--- src/hdl/hcbe_pkg.sv ---
// Shared types, constants and symbol mapping functions for the Hill cipher block encoder.
`default_nettype none
package hcbe_pkg;

  // Alphabet and character mapping
  localparam int unsigned SYM_W       = 5;
  localparam int unsigned CHAR_W      = 8;
  localparam int unsigned MODULUS     = 27;
  localparam logic [7:0]  LETTER_BASE = 8'd64;
  localparam logic [7:0]  SPACE_CHAR  = 8'd32;

  // Key matrix registers
  localparam int unsigned KEY_N     = 4;
  localparam int unsigned KEY_W     = KEY_N * SYM_W;
  localparam int unsigned CFG_IDX_W = 2;
  localparam logic [CFG_IDX_W-1:0] REG_KEY_ROW0 = 2'd0;
  localparam logic [CFG_IDX_W-1:0] REG_KEY_ROW1 = 2'd1;
  localparam logic [CFG_IDX_W-1:0] REG_KEY_ROW2 = 2'd2;
  localparam logic [CFG_IDX_W-1:0] REG_KEY_ROW3 = 2'd3;
  localparam logic [KEY_W-1:0] KEY_ROW0_RST = 20'd518542;
  localparam logic [KEY_W-1:0] KEY_ROW1_RST = 20'd269320;
  localparam logic [KEY_W-1:0] KEY_ROW2_RST = 20'd250278;
  localparam logic [KEY_W-1:0] KEY_ROW3_RST = 20'd288327;

  // Block size default; the row sum width covers block sizes up to eight
  localparam int unsigned BLOCK_SIZE_DEF = 4;
  localparam int unsigned PROD_W         = 2 * SYM_W;
  localparam int unsigned SUM_W          = 13;

  // Row sum reduction: floor(s / 27) = (s * RECIP) >> RECIP_SH, exact for s < 10082
  localparam int unsigned RECIP_W  = 14;
  localparam logic [RECIP_W-1:0] RECIP = 14'd9710;
  localparam int unsigned RECIP_SH = 18;
  localparam int unsigned QP_W     = SUM_W + RECIP_W;
  localparam int unsigned Q_W      = QP_W - RECIP_SH;

  // Result queue
  localparam int unsigned OQ_DEPTH = 4;
  localparam int unsigned OQ_AW    = 2;
  localparam int unsigned OQ_CW    = 3;
  localparam int unsigned BQ_DEPTH = 2;

  typedef logic [SYM_W-1:0]  sym_t;
  typedef logic [CHAR_W-1:0] char_t;

  typedef struct packed {
    char_t ch;
    logic  last;
  } res_t;

  // Map a byte to its symbol: space is 0, else (b - 64) mod 27 as a proper residue
  function automatic sym_t char_to_sym(input char_t b);
    logic [8:0]  v;
    logic [13:0] p;
    logic [3:0]  q;
    logic [8:0]  r;
    v = {1'b0, b} + 9'd17;
    p = {5'b0, v} * 14'd19;
    q = p[12:9];
    r = v - ({5'b0, q} * 9'd27);
    return (b == SPACE_CHAR) ? '0 : r[SYM_W-1:0];
  endfunction

  // Map a symbol back to a character: 0 is space, else symbol plus 64
  function automatic char_t sym_to_char(input sym_t v);
    return (v == '0) ? SPACE_CHAR : ({3'b0, v} + LETTER_BASE);
  endfunction

endpackage
`default_nettype wire

--- src/hdl/hcbe_front.sv ---
// Front end: accepts characters, maps them to symbols and assembles column blocks.
`default_nettype none
module hcbe_front #(
  parameter int unsigned BLOCK_SIZE = hcbe_pkg::BLOCK_SIZE_DEF
) (
  input  wire                                         clk,
  input  wire                                         rst_n,
  input  wire                                         push,
  output logic                                        full,
  input  wire  [hcbe_pkg::CHAR_W-1:0]                 in_char_in,
  input  wire                                         in_last_in,
  output logic                                        blk_push,
  output logic [BLOCK_SIZE-1:0][hcbe_pkg::SYM_W-1:0]  blk_data,
  input  wire                                         blk_full
);

  localparam int unsigned PW = $clog2(BLOCK_SIZE);

  logic [PW-1:0]                              pos_r, pos_nxt;
  logic [BLOCK_SIZE-1:0][hcbe_pkg::SYM_W-1:0] sym_r;
  hcbe_pkg::sym_t                             sym_new;
  logic                                       accept;
  logic                                       done;

  // Stall input only while the block queue is full
  assign full    = blk_full;
  assign accept  = push && !blk_full;
  assign sym_new = hcbe_pkg::char_to_sym(in_char_in);
  assign done    = in_last_in || (pos_r == PW'(BLOCK_SIZE - 1));
  assign blk_push = accept && done;

  // Build the outgoing column: collected entries, the new one, zero padding
  always_comb begin
    for (int c = 0; c < BLOCK_SIZE; c++) begin
      if (PW'(c) < pos_r) begin
        blk_data[c] = sym_r[c];
      end else if (PW'(c) == pos_r) begin
        blk_data[c] = sym_new;
      end else begin
        blk_data[c] = '0;
      end
    end
  end

  // Advance the fill position, wrap on block completion
  always_comb begin
    pos_nxt = pos_r;
    if (accept) begin
      pos_nxt = done ? '0 : pos_r + PW'(1);
    end
  end

  always_ff @(posedge clk) begin
    if (!rst_n) begin
      pos_r <= '0;
    end else begin
      pos_r <= pos_nxt;
    end
  end

  // Hold collected symbols
  always_ff @(posedge clk) begin
    if (accept) begin
      sym_r[pos_r] <= sym_new;
    end
  end

endmodule
`default_nettype wire

--- src/hdl/hcbe_blkq.sv ---
// Short block queue that decouples the front end from the matrix unit.
`default_nettype none
module hcbe_blkq #(
  parameter int unsigned WIDTH = hcbe_pkg::BLOCK_SIZE_DEF * hcbe_pkg::SYM_W,
  parameter int unsigned DEPTH = hcbe_pkg::BQ_DEPTH
) (
  input  wire              clk,
  input  wire              rst_n,
  input  wire              wr_en,
  input  wire  [WIDTH-1:0] wr_data,
  output logic             full,
  input  wire              rd_en,
  output logic [WIDTH-1:0] rd_data,
  output logic             empty
);

  localparam int unsigned AW = (DEPTH > 1) ? $clog2(DEPTH) : 1;
  localparam int unsigned CW = $clog2(DEPTH + 1);

  logic [WIDTH-1:0] mem_r [DEPTH];
  logic [AW-1:0]    wp_r, wp_nxt;
  logic [AW-1:0]    rp_r, rp_nxt;
  logic [CW-1:0]    cnt_r, cnt_nxt;
  logic             wr;
  logic             rd;

  assign full    = (cnt_r == CW'(DEPTH));
  assign empty   = (cnt_r == '0);
  assign wr      = wr_en && !full;
  assign rd      = rd_en && !empty;
  assign rd_data = mem_r[rp_r];

  // Advance pointers and occupancy
  always_comb begin
    wp_nxt  = wp_r;
    rp_nxt  = rp_r;
    cnt_nxt = cnt_r;
    if (wr) begin
      wp_nxt = (wp_r == AW'(DEPTH - 1)) ? '0 : wp_r + AW'(1);
    end
    if (rd) begin
      rp_nxt = (rp_r == AW'(DEPTH - 1)) ? '0 : rp_r + AW'(1);
    end
    if (wr && !rd) begin
      cnt_nxt = cnt_r + CW'(1);
    end else if (rd && !wr) begin
      cnt_nxt = cnt_r - CW'(1);
    end
  end

  always_ff @(posedge clk) begin
    if (!rst_n) begin
      wp_r  <= '0;
      rp_r  <= '0;
      cnt_r <= '0;
    end else begin
      wp_r  <= wp_nxt;
      rp_r  <= rp_nxt;
      cnt_r <= cnt_nxt;
    end
  end

  // Store entries
  always_ff @(posedge clk) begin
    if (wr) begin
      mem_r[wp_r] <= wr_data;
    end
  end

endmodule
`default_nettype wire

--- src/hdl/hcbe_back.sv ---
// Back end: key registers, row-by-row matrix multiply modulo 27 and result queue.
`default_nettype none
module hcbe_back #(
  parameter int unsigned BLOCK_SIZE = hcbe_pkg::BLOCK_SIZE_DEF
) (
  input  wire                                         clk,
  input  wire                                         rst_n,
  input  wire                                         cfg_wr,
  input  wire  [hcbe_pkg::CFG_IDX_W-1:0]              cfg_index,
  input  wire  [hcbe_pkg::KEY_W-1:0]                  cfg_data,
  input  wire                                         blk_empty,
  input  wire  [BLOCK_SIZE-1:0][hcbe_pkg::SYM_W-1:0]  blk_data,
  output logic                                        blk_pop,
  output logic                                        empty,
  input  wire                                         pop,
  output logic [hcbe_pkg::CHAR_W-1:0]                 out_char_out,
  output logic                                        out_last_out
);

  localparam int unsigned PW = $clog2(BLOCK_SIZE);

  // Key registers
  logic [hcbe_pkg::KEY_W-1:0] key_r [hcbe_pkg::KEY_N];
  logic [hcbe_pkg::KEY_W-1:0] key_nxt [hcbe_pkg::KEY_N];

  always_comb begin
    for (int i = 0; i < hcbe_pkg::KEY_N; i++) begin
      key_nxt[i] = key_r[i];
    end
    if (cfg_wr) begin
      case (cfg_index)
        hcbe_pkg::REG_KEY_ROW0: key_nxt[0] = cfg_data;
        hcbe_pkg::REG_KEY_ROW1: key_nxt[1] = cfg_data;
        hcbe_pkg::REG_KEY_ROW2: key_nxt[2] = cfg_data;
        hcbe_pkg::REG_KEY_ROW3: key_nxt[3] = cfg_data;
        default: ;
      endcase
    end
  end

  always_ff @(posedge clk) begin
    if (!rst_n) begin
      key_r[0] <= hcbe_pkg::KEY_ROW0_RST;
      key_r[1] <= hcbe_pkg::KEY_ROW1_RST;
      key_r[2] <= hcbe_pkg::KEY_ROW2_RST;
      key_r[3] <= hcbe_pkg::KEY_ROW3_RST;
    end else begin
      for (int i = 0; i < hcbe_pkg::KEY_N; i++) begin
        key_r[i] <= key_nxt[i];
      end
    end
  end

  // Full key matrix; positions beyond the 4x4 key act as identity
  logic [BLOCK_SIZE-1:0][BLOCK_SIZE-1:0][hcbe_pkg::SYM_W-1:0] kmat;

  for (genvar gr = 0; gr < BLOCK_SIZE; gr++) begin : g_row
    for (genvar gc = 0; gc < BLOCK_SIZE; gc++) begin : g_col
      if (gr < hcbe_pkg::KEY_N && gc < hcbe_pkg::KEY_N) begin : g_key
        assign kmat[gr][gc] = key_r[gr][gc*hcbe_pkg::SYM_W +: hcbe_pkg::SYM_W];
      end else begin : g_ident
        assign kmat[gr][gc] = (gr == gc) ? hcbe_pkg::SYM_W'(1) : '0;
      end
    end
  end

  // Result queue state
  hcbe_pkg::res_t               oq_mem_r [hcbe_pkg::OQ_DEPTH];
  logic [hcbe_pkg::OQ_AW-1:0]   oq_wp_r, oq_rp_r;
  logic [hcbe_pkg::OQ_CW-1:0]   oq_cnt_r, oq_cnt_nxt;
  logic                         oq_wr;
  logic                         oq_rd;
  hcbe_pkg::res_t               oq_wdata;

  // Pipeline state
  logic [PW-1:0]                row_r, row_nxt;
  logic                         issue;
  logic                         row_last;
  logic                         credit_ok;
  logic [hcbe_pkg::SUM_W-1:0]   sum_a;
  logic                         a_v_r;
  logic                         a_last_r;
  logic [hcbe_pkg::SUM_W-1:0]   a_sum_r;
  logic [hcbe_pkg::QP_W-1:0]    qp_b;
  logic                         b_v_r;
  logic                         b_last_r;
  logic [hcbe_pkg::SUM_W-1:0]   b_sum_r;
  logic [hcbe_pkg::Q_W-1:0]     b_q_r;
  logic [hcbe_pkg::SUM_W-1:0]   rem_c;

  // Issue a row only when the result queue has room for all rows in flight
  assign credit_ok = ({1'b0, oq_cnt_r} + {{hcbe_pkg::OQ_CW{1'b0}}, a_v_r}
                      + {{hcbe_pkg::OQ_CW{1'b0}}, b_v_r})
                     < (hcbe_pkg::OQ_CW + 1)'(hcbe_pkg::OQ_DEPTH);
  assign issue    = !blk_empty && credit_ok;
  assign row_last = (row_r == PW'(BLOCK_SIZE - 1));
  assign blk_pop  = issue && row_last;
  assign row_nxt  = issue ? (row_last ? '0 : row_r + PW'(1)) : row_r;

  // Stage A: dot product of one key row with the column
  always_comb begin
    logic [hcbe_pkg::PROD_W-1:0] prod;
    sum_a = '0;
    for (int c = 0; c < BLOCK_SIZE; c++) begin
      prod  = {{hcbe_pkg::SYM_W{1'b0}}, kmat[row_r][c]}
              * {{hcbe_pkg::SYM_W{1'b0}}, blk_data[c]};
      sum_a = sum_a + hcbe_pkg::SUM_W'(prod);
    end
  end

  // Stage B: quotient by reciprocal multiplication
  assign qp_b = {{hcbe_pkg::RECIP_W{1'b0}}, a_sum_r}
                * {{hcbe_pkg::SUM_W{1'b0}}, hcbe_pkg::RECIP};

  // Stage C: remainder, map to character and write the result queue
  assign rem_c    = b_sum_r - (hcbe_pkg::SUM_W'(b_q_r)
                               * hcbe_pkg::SUM_W'(hcbe_pkg::MODULUS));
  assign oq_wr    = b_v_r;
  assign oq_wdata = '{ch: hcbe_pkg::sym_to_char(rem_c[hcbe_pkg::SYM_W-1:0]),
                      last: b_last_r};

  always_ff @(posedge clk) begin
    if (!rst_n) begin
      row_r <= '0;
      a_v_r <= 1'b0;
      b_v_r <= 1'b0;
    end else begin
      row_r <= row_nxt;
      a_v_r <= issue;
      b_v_r <= a_v_r;
    end
  end

  // Advance the datapath
  always_ff @(posedge clk) begin
    a_sum_r  <= sum_a;
    a_last_r <= row_last;
    b_sum_r  <= a_sum_r;
    b_last_r <= a_last_r;
    b_q_r    <= qp_b[hcbe_pkg::QP_W-1:hcbe_pkg::RECIP_SH];
  end

  // Result queue
  assign empty        = (oq_cnt_r == '0);
  assign oq_rd        = pop && !empty;
  assign out_char_out = oq_mem_r[oq_rp_r].ch;
  assign out_last_out = oq_mem_r[oq_rp_r].last;

  always_comb begin
    oq_cnt_nxt = oq_cnt_r;
    if (oq_wr && !oq_rd) begin
      oq_cnt_nxt = oq_cnt_r + hcbe_pkg::OQ_CW'(1);
    end else if (oq_rd && !oq_wr) begin
      oq_cnt_nxt = oq_cnt_r - hcbe_pkg::OQ_CW'(1);
    end
  end

  always_ff @(posedge clk) begin
    if (!rst_n) begin
      oq_wp_r  <= '0;
      oq_rp_r  <= '0;
      oq_cnt_r <= '0;
    end else begin
      oq_cnt_r <= oq_cnt_nxt;
      if (oq_wr) begin
        oq_wp_r <= oq_wp_r + hcbe_pkg::OQ_AW'(1);
      end
      if (oq_rd) begin
        oq_rp_r <= oq_rp_r + hcbe_pkg::OQ_AW'(1);
      end
    end
  end

  always_ff @(posedge clk) begin
    if (oq_wr) begin
      oq_mem_r[oq_wp_r] <= oq_wdata;
    end
  end

  // Checks
  a_oq_bound: assert property (@(posedge clk) disable iff (!rst_n)
    oq_cnt_r <= hcbe_pkg::OQ_CW'(hcbe_pkg::OQ_DEPTH))
    else $error("result queue occupancy out of range");

  a_oq_room: assert property (@(posedge clk) disable iff (!rst_n)
    oq_wr |-> (oq_cnt_r < hcbe_pkg::OQ_CW'(hcbe_pkg::OQ_DEPTH)) || oq_rd)
    else $error("result written into a full queue");

  a_pop_valid: assert property (@(posedge clk) disable iff (!rst_n)
    blk_pop |-> !blk_empty)
    else $error("block released from an empty queue");

  a_row_wrap: assert property (@(posedge clk) disable iff (!rst_n)
    (issue && row_last) |=> (row_r == '0))
    else $error("row counter failed to wrap after last row");

endmodule
`default_nettype wire

--- src/hdl/hill_cipher_block_encoder.sv ---
// Top level of the Hill cipher block encoder: front end, block queue and matrix unit.
// Results pass via the block queue and the stage A and B registers to the result queue.
// Throughput: one character per cycle in unless the block queue is full, one ciphertext
// character per cycle out; a block yields BLOCK_SIZE rows, one per cycle while credit_ok.
// Reset (synchronous, active low) empties both queues, clears the partial block and loads
// the default key.
`default_nettype none
module hill_cipher_block_encoder #(
  parameter int unsigned BLOCK_SIZE = hcbe_pkg::BLOCK_SIZE_DEF
) (
  input  wire                             clk,
  input  wire                             rst_n,
  input  wire                             push,
  output logic                            full,
  input  wire  [hcbe_pkg::CHAR_W-1:0]     in_char_in,
  input  wire                             in_last_in,
  output logic                            empty,
  input  wire                             pop,
  output logic [hcbe_pkg::CHAR_W-1:0]     out_char_out,
  output logic                            out_last_out,
  input  wire                             valid,
  output logic                            ready,
  input  wire  [hcbe_pkg::CFG_IDX_W-1:0]  cfg_index,
  input  wire  [hcbe_pkg::KEY_W-1:0]      cfg_data
);

  localparam int unsigned BW = BLOCK_SIZE * hcbe_pkg::SYM_W;

  logic [BLOCK_SIZE-1:0][hcbe_pkg::SYM_W-1:0] fe_data;
  logic [BLOCK_SIZE-1:0][hcbe_pkg::SYM_W-1:0] be_data;
  logic [BW-1:0]                              bq_rdata;
  logic                                       fe_push;
  logic                                       bq_full;
  logic                                       bq_empty;
  logic                                       be_pop;

  // Key writes are always taken
  assign ready   = 1'b1;
  assign be_data = bq_rdata;

  hcbe_front #(
    .BLOCK_SIZE (BLOCK_SIZE)
  ) u_front (
    .clk        (clk),
    .rst_n      (rst_n),
    .push       (push),
    .full       (full),
    .in_char_in (in_char_in),
    .in_last_in (in_last_in),
    .blk_push   (fe_push),
    .blk_data   (fe_data),
    .blk_full   (bq_full)
  );

  hcbe_blkq #(
    .WIDTH (BW),
    .DEPTH (hcbe_pkg::BQ_DEPTH)
  ) u_blkq (
    .clk     (clk),
    .rst_n   (rst_n),
    .wr_en   (fe_push),
    .wr_data (fe_data),
    .full    (bq_full),
    .rd_en   (be_pop),
    .rd_data (bq_rdata),
    .empty   (bq_empty)
  );

  hcbe_back #(
    .BLOCK_SIZE (BLOCK_SIZE)
  ) u_back (
    .clk          (clk),
    .rst_n        (rst_n),
    .cfg_wr       (valid && ready),
    .cfg_index    (cfg_index),
    .cfg_data     (cfg_data),
    .blk_empty    (bq_empty),
    .blk_data     (be_data),
    .blk_pop      (be_pop),
    .empty        (empty),
    .pop          (pop),
    .out_char_out (out_char_out),
    .out_last_out (out_last_out)
  );

endmodule
`default_nettype wire
--- config.mk ---
export PLATFORM = sky130hd
export DESIGN_NAME = hill_cipher_block_encoder
export DESIGN_NICKNAME = d
export VERILOG_FILES = /design/src/hdl/hcbe_pkg.sv /design/src/hdl/hcbe_front.sv /design/src/hdl/hcbe_blkq.sv /design/src/hdl/hcbe_back.sv /design/src/hdl/hill_cipher_block_encoder.sv
export SDC_FILE = /design/constraint.sdc
export NUM_CORES = 1
export LEC_CHECK = 0
export ABC_AREA = 1
export BUFFER_PORTS_ARGS = -buffer_cell sky130_fd_sc_hd__buf_4
export CAP_MARGIN = 40
export CORE_MARGIN = 1.5
export CORE_UTILIZATION = 38
export DETAILED_ROUTE_END_ITERATION = 6
export GPL_ROUTABILITY_DRIVEN = 0
export GPL_TIMING_DRIVEN = 0
export PLACE_DENSITY = 0.6
export SYNTH_ARGS = -nofsm -noshare
export SYNTH_HDL_FRONTEND = slang
export SYNTH_HIERARCHICAL = 1
export SYNTH_SLANG_ARGS = --single-unit
--- constraint.sdc ---
create_clock -name clk -period 7.6 [get_ports clk]
set_clock_uncertainty 0.05 [all_clocks]
set_input_delay 1.52 -clock clk [delete_from_list [all_inputs] [get_ports clk]]
set_output_delay 1.52 -clock clk [all_outputs]
set_load 0.05 [all_outputs]
---- After elaboration in Yosys (flattened, before gate mapping) ----
Memories as Yosys holds them, arrays and structs flattened. A register that Yosys moved wholly into a read port is not among the register bits.
Cells that the tools add are included.
word-level totals
  memory bits (writable) .................. 156
  output and inout bits ................... 12
  register bits after elaboration ......... 66
  logic and storage cells ................. 140
  memory bits (read-only) ................. 0
  memories ................................ 3
  bits in latches ......................... 0
  input port bits ......................... 36
memories
  name             depth  width  rd ports  clocked after Yosys merged registers in  write ports  line             text
  u_back.key_r     4      20     4         0                                        4            hcbe_back.sv:23  logic [hcbe_pkg::KEY_W-1:0] key_r [hcbe_pkg::KEY_N];
  u_blkq.mem_r     2      20     1         1                                        1            hcbe_blkq.sv:20  logic [WIDTH-1:0] mem_r [DEPTH];
  u_back.oq_mem_r  4      9      1         1                                        1            hcbe_back.sv:68  hcbe_pkg::res_t oq_mem_r [hcbe_pkg::OQ_DEPTH];
operators by class
  eq/ne operators ......................... 10
  div/mod/pow operators ................... 0
  shift operators ......................... 0
  magnitude comparators ................... 8
  bitwise gates (word level) .............. 4
  $mul .................................... 8
  multiplexer cells ....................... 42
  add/subtract/negate cells ............... 19
  reduce and logical (&&, ||, !) cells .... 27
operators with widths
  cell                    count
  $mux 20                 9
  $mux 80                 1
  $mux 5                  10
  $bmux 20 s2             1
  $mul 5x5->10            4
  $add 13x10->13          2
  $mul 13x13->26 const B  1
  $bwmux 20               1
  $mul 9x5->13 const B    1
  $logic_and 1x1->1       12
  $mux 2                  6
  $add 10x10->11          1
  $add 2x1->2 const B     5
  $demux 5 s2             1
  $eq 2x2->1 const B      5
  $mux 1                  10
  $sub 5x5->5             2
  $add 8x5->9 const B     1
  $mul 9x5->5 const B     1
  $add 5x7->8 const B     1
  $eq 8x6->1 const B      1
  $mux 8                  1
  $logic_not 1->1         7
  $logic_not 2->1         3
  21 further kinds        31

---- Longest topological paths before layout ----
  depth in word-level cells ............... 9
  depth in mapped cells ................... 39
  depth with buffers taken out ............ 39

---- Hierarchy ----
The synthesis kept the hierarchy.
modules (own cells, without submodules)
  module                     instances  area an instance (µm²)  cells each  seq. area each (µm²)
  hcbe_back                  1          13037.5                 1559        3323.2
  hcbe_front                 1          2059.5                  266         490.5
  hcbe_blkq                  1          1689.1                  100         1301.2
  hill_cipher_block_encoder  1          11.3                    2           0.0

---- Worst setup path before layout ----
Ideal clock, no wire load.
  path kind ............................... in2reg
  start point ............................. in in_char_in[0] (netlist bit)
  end point ............................... mem u_blkq/mem_r[0][4] (netlist bit), data pin
  buffers on the path ..................... 0
  slack ................................... 966 ps
  stages on the path ...................... 34
  library setup time ...................... 257 ps
  data required time ...................... 7293 ps
  data arrival time ....................... 6327 ps
  cell sequence ........................... ha_1 -> xor2_1 -> ha_1 -> inv_1 -> fa_1 -> inv_1 -> ha_1 -> a21oi_1 -> nor2_1 -> nor2_1 -> nand2_1 -> a21oi_1 -> xnor2_1 -> ha_1 -> ha_1 -> fa_1 -> inv_1 -> ha_1 -> nand2_1 -> nand2_1 -> nor2_1 -> nand2_1 -> nand2_1 -> nand2_1 -> nand2_1 -> inv_1 -> nand3_2 -> nand2_1 -> nand2_1 -> nand2_1 -> nand2_1 -> nand2_2 -> nand3_1 -> nand2_1
RTL lines
  element      line                             text
  from (decl)  hill_cipher_block_encoder.sv:15  input wire [hcbe_pkg::CHAR_W-1:0] in_char_in,
  to (decl)    hcbe_blkq.sv:20

---- Worst setup path after layout ----
  start point ............................. in in_char_in[0] (netlist bit)
  end point ............................... reg u_front/sym_r[4] (netlist bit), data pin
on the way
  longest elaborated chain between the ends .. 6
  elaborated cells on any way between the ends .. 7
  those cells by class .................... 2 x add/sub; 2 x mul; 1 x eq/ne; 2 x mux
RTL lines
  element                          line              text
  $add 8x5->9                      hcbe_pkg.sv:57    v = {1'b0, b} + 9'd17;
  $mul 9x5->13                     hcbe_pkg.sv:58    p = {5'b0, v} * 14'd19;
  $mul 4x5->5                      hcbe_pkg.sv:60    r = v - ({5'b0, q} * 9'd27);
  $sub 5x5->5                      hcbe_pkg.sv:60
  $mux 5 *                         hcbe_pkg.sv:61    return (b == SPACE_CHAR) ? '0 : r[SYM_W-1:0];
  net u_front.sym_new[4]           hcbe_front.sv:21  hcbe_pkg::sym_t sym_new;
  $bwmux 20 *                      hcbe_front.sv:64  sym_r[pos_r] <= sym_new;
  to (signal, indexed assignment)  hcbe_front.sv:64
  to (decl)                        hcbe_front.sv:20  logic [BLOCK_SIZE-1:0][hcbe_pkg::SYM_W-1:0] sym_r;
Mark *: on every way through the listed nets, which the timed path passes. The rest lies on a longest branch.
A chain may end at the register's enable or synchronous reset.

==> metrics.csv <==
metric;value;unit
Max FO, Critical Path;8;
first-iteration detailed-routing DRC count;747;
Post-DP HPWL;30300;um
Cell Rows;76;
Clock transition at path regs;0.06;ns
CP Capture Type;flip-flop;
CTS Sinks;212;
Final Setup Violations;0;
Post-CTS Hold Fix Bufs;0;
Hold Path Class;reg -> reg;
most frequent cells in the layout;inv_1 (368), nand2_1 (350), nor2_1 (204);
layout cell share with drive strength beyond 1;7.78;%
CP Launch Type;input port;
Reg-to-Reg Start;u_back/row_r[0];
Mapped Cells;1927;
yosys warns;6;
Slew headroom;47.9;%
Fin. Hold Viols;0;
PortBufs;45;
Post CTS Setup Buffer Count;0;
vias in the first global route;12700;
Peak Freq;144;MHz
register bit total from synthesis;212;
total core area;43400;um2
Post-CTS Resized;0;
final count of pins violating max slew;0;
critical path required time;7.83;ns
Worst path most repeated cell;nand2_1;
largest cells by area after synthesis;fa_1 (19%), edfxtp_1 (16%), dfxtp_1 (15%);
post-synth cell types;43;
maximum clock path buffer count;3;
crit path from;in_char_in[0];
WP data arrival;7.18;ns
via count;12400;
critical hold path startpoint;u_back/a_last_r;
Worst Tran Pin Value;0.781;ns
register area share after synthesis;30.5;%
n_diodes;0;
MaxCap Viol Count;0;
Tcrit/Tclk final;91.5;%
Layout area overhead;10.9;%
register area;5110;um2
slowest library cell on the worst path;xor2_1;
post-DR wirelength/cell;14.5;um
clock latency on the worst-skew pair;0.54;ns
Period minus WS final;6.95;ns
CTS tree;done;
Num CTS Buffers;24;
CP Class;in -> reg;
commonest non-fill, non-tap cell in the layout;inv_1;
Synth Net Count;2317;
total track usage;17.4;%
DRC Markers;0;
Vert. Die Dim;213;um
H-tree depth;1;
initial antenna violation count;0;
first-pass GRT wire length;62700;um
top-area cell type share of the netlist area;18.9;%
effective utilization at floorplan;38.7;%
io pins;48;
ANT nets after route;0;
status;completed;
fill cell count;4377;
CP peak stage delay;0.63;ns
GRT overflow;0;
Root Buffer;clkbuf_16;
Cell Area, Synth;16800;um2
largest net degree at the start of global routing;17;
die width;213;um
Fin Setup TNS;0;ns
RSZ-0062 raised after global routing;no;
Post-Route WL;37800;um
Pre-Repair DR Iteration Count;5;
vias per std cell;4.75;
NumNets Final;2391;
die footprint;45500;um2
Synth Area per Inst;8.72;um2
post-synth top area cell;fa_1;
Multi-input gate area;10100;um2
## cell type report
type                    instances  share of cell area [%]
multi-input cells            1296                    54.0
flip-flops and latches        212                    27.4
inverters                     373                    7.51
well taps                     585                    3.93
clock buffers                  27                    3.28
repair buffers                 48                    2.00
plain buffers                  46                    1.23
clock inverters                17                   0.624
## critical path: cells and delay by family
family | cells | cell delay (ns)
AO/OA/AOI/OAI | 2 | 0.36
XOR/XNOR | 2 | 0.82
adder cells (fa/ha/maj) | 8 | 2.77
buffers and inverters | 6 | 0.43
AND/OR/NAND/NOR | 17 | 1.30
## through the flow
stage / hold WS, ns / area [um2] / worst slack, ns / instances / util (%)
finish: 0.281 / 18600 / 0.648 / 2604 / 43.0
CTS: 0.284 / 18600 / 0.621 / 2604 / 43.0
detailed placement: 0.270 / 17900 / 0.0867 / 2560 / 41.3
floorplan: 0.260 / 16800 / 0.966 / 1927 / -
global placement: 0.269 / 17900 / 0.133 / 2557 / 41.2
global route: 0.300 / 18600 / 0.165 / 2604 / 43.0
## synthesized netlist by cell type (all sizes together)
| library cell | n |
|---|---|
| clkbuf | 22 |
| nor3 | 3 |
| mux2 | 20 |
| nor2 | 211 |
| nand2 | 358 |
| xor2 | 17 |
| o211ai | 10 |
| a211oi | 2 |
| o2111ai | 1 |
| o21ai | 97 |
| ha | 195 |
| nor4 | 2 |
| edfxtp | 87 |
| dfxtp | 125 |
| or2 | 5 |
| a32o | 2 |
| a21boi | 1 |
| nand3b | 4 |
| xnor2 | 10 |
| a21o | 5 |
| buf | 24 |
| nand4 | 9 |
| o22ai | 8 |
| xor3 | 1 |
| nand3 | 108 |
| conb | 2 |
| a21oi | 61 |
| o21bai | 2 |
| clkinv | 2 |
| inv | 371 |
| fa | 159 |
| o21a | 3 |
## kinds of logic (layout without fill, tap and decap cells)
group                    Yosys count  count (layout)  synth area share, %
multiplexers                      20              20                 1.34
buffers and inverters            419             511                 9.70
XOR/XNOR                          28              28                 1.60
other                              2               2               0.0447
flip-flops                       212             212                 30.5
AO/OA/AOI/OAI                    192             192                 6.23
AND/OR/NAND/NOR                  700             700                 17.2
adder cells (fa/ha/maj)          354             354                 33.5
## registers in the layout, summed over array words and instances, names as in the netlist, 2 cells and up, named ones only
signal	flops
u_back/oq_wp_r	2
u_front/pos_r	2
u_back/oq_cnt_r	3
u_blkq/cnt_r	2
u_front/sym_r	15
u_back/oq_rp_r	2
u_back/b_q_r	5
u_blkq/mem_r	40
u_back/key_r	80
u_back/oq_mem_r	32
u_back/b_sum_r	5
u_back/row_r	2
u_back/a_sum_r	13
## routing by layer
layer / vias to the layer above / wire length (um) / GRT usage (%)
met2: 237 / 18000 / 30.4
li1: 6205 / - / -
met1: 5876 / 17500 / 23.0
met3: 48 / 1610 / 2.29
met5: - / 0 / 0
met4: 0 / 645 / 3.30
## path summary, 6_finish.rpt
kind | end | slack (ns) | cells after the start
setup reg to reg | u_back/a_sum_r[10] | 1.12 | 27
hold reg to reg | u_back/b_last_r | 0.28 | 0
hold / removal | u_back/b_last_r | 0.28 | 0
setup / recovery | u_front/sym_r[4] | 0.65 | 35
Power is not shown: default switching activity piles up to over one toggle a cycle in this logic, so the estimate is an artifact.
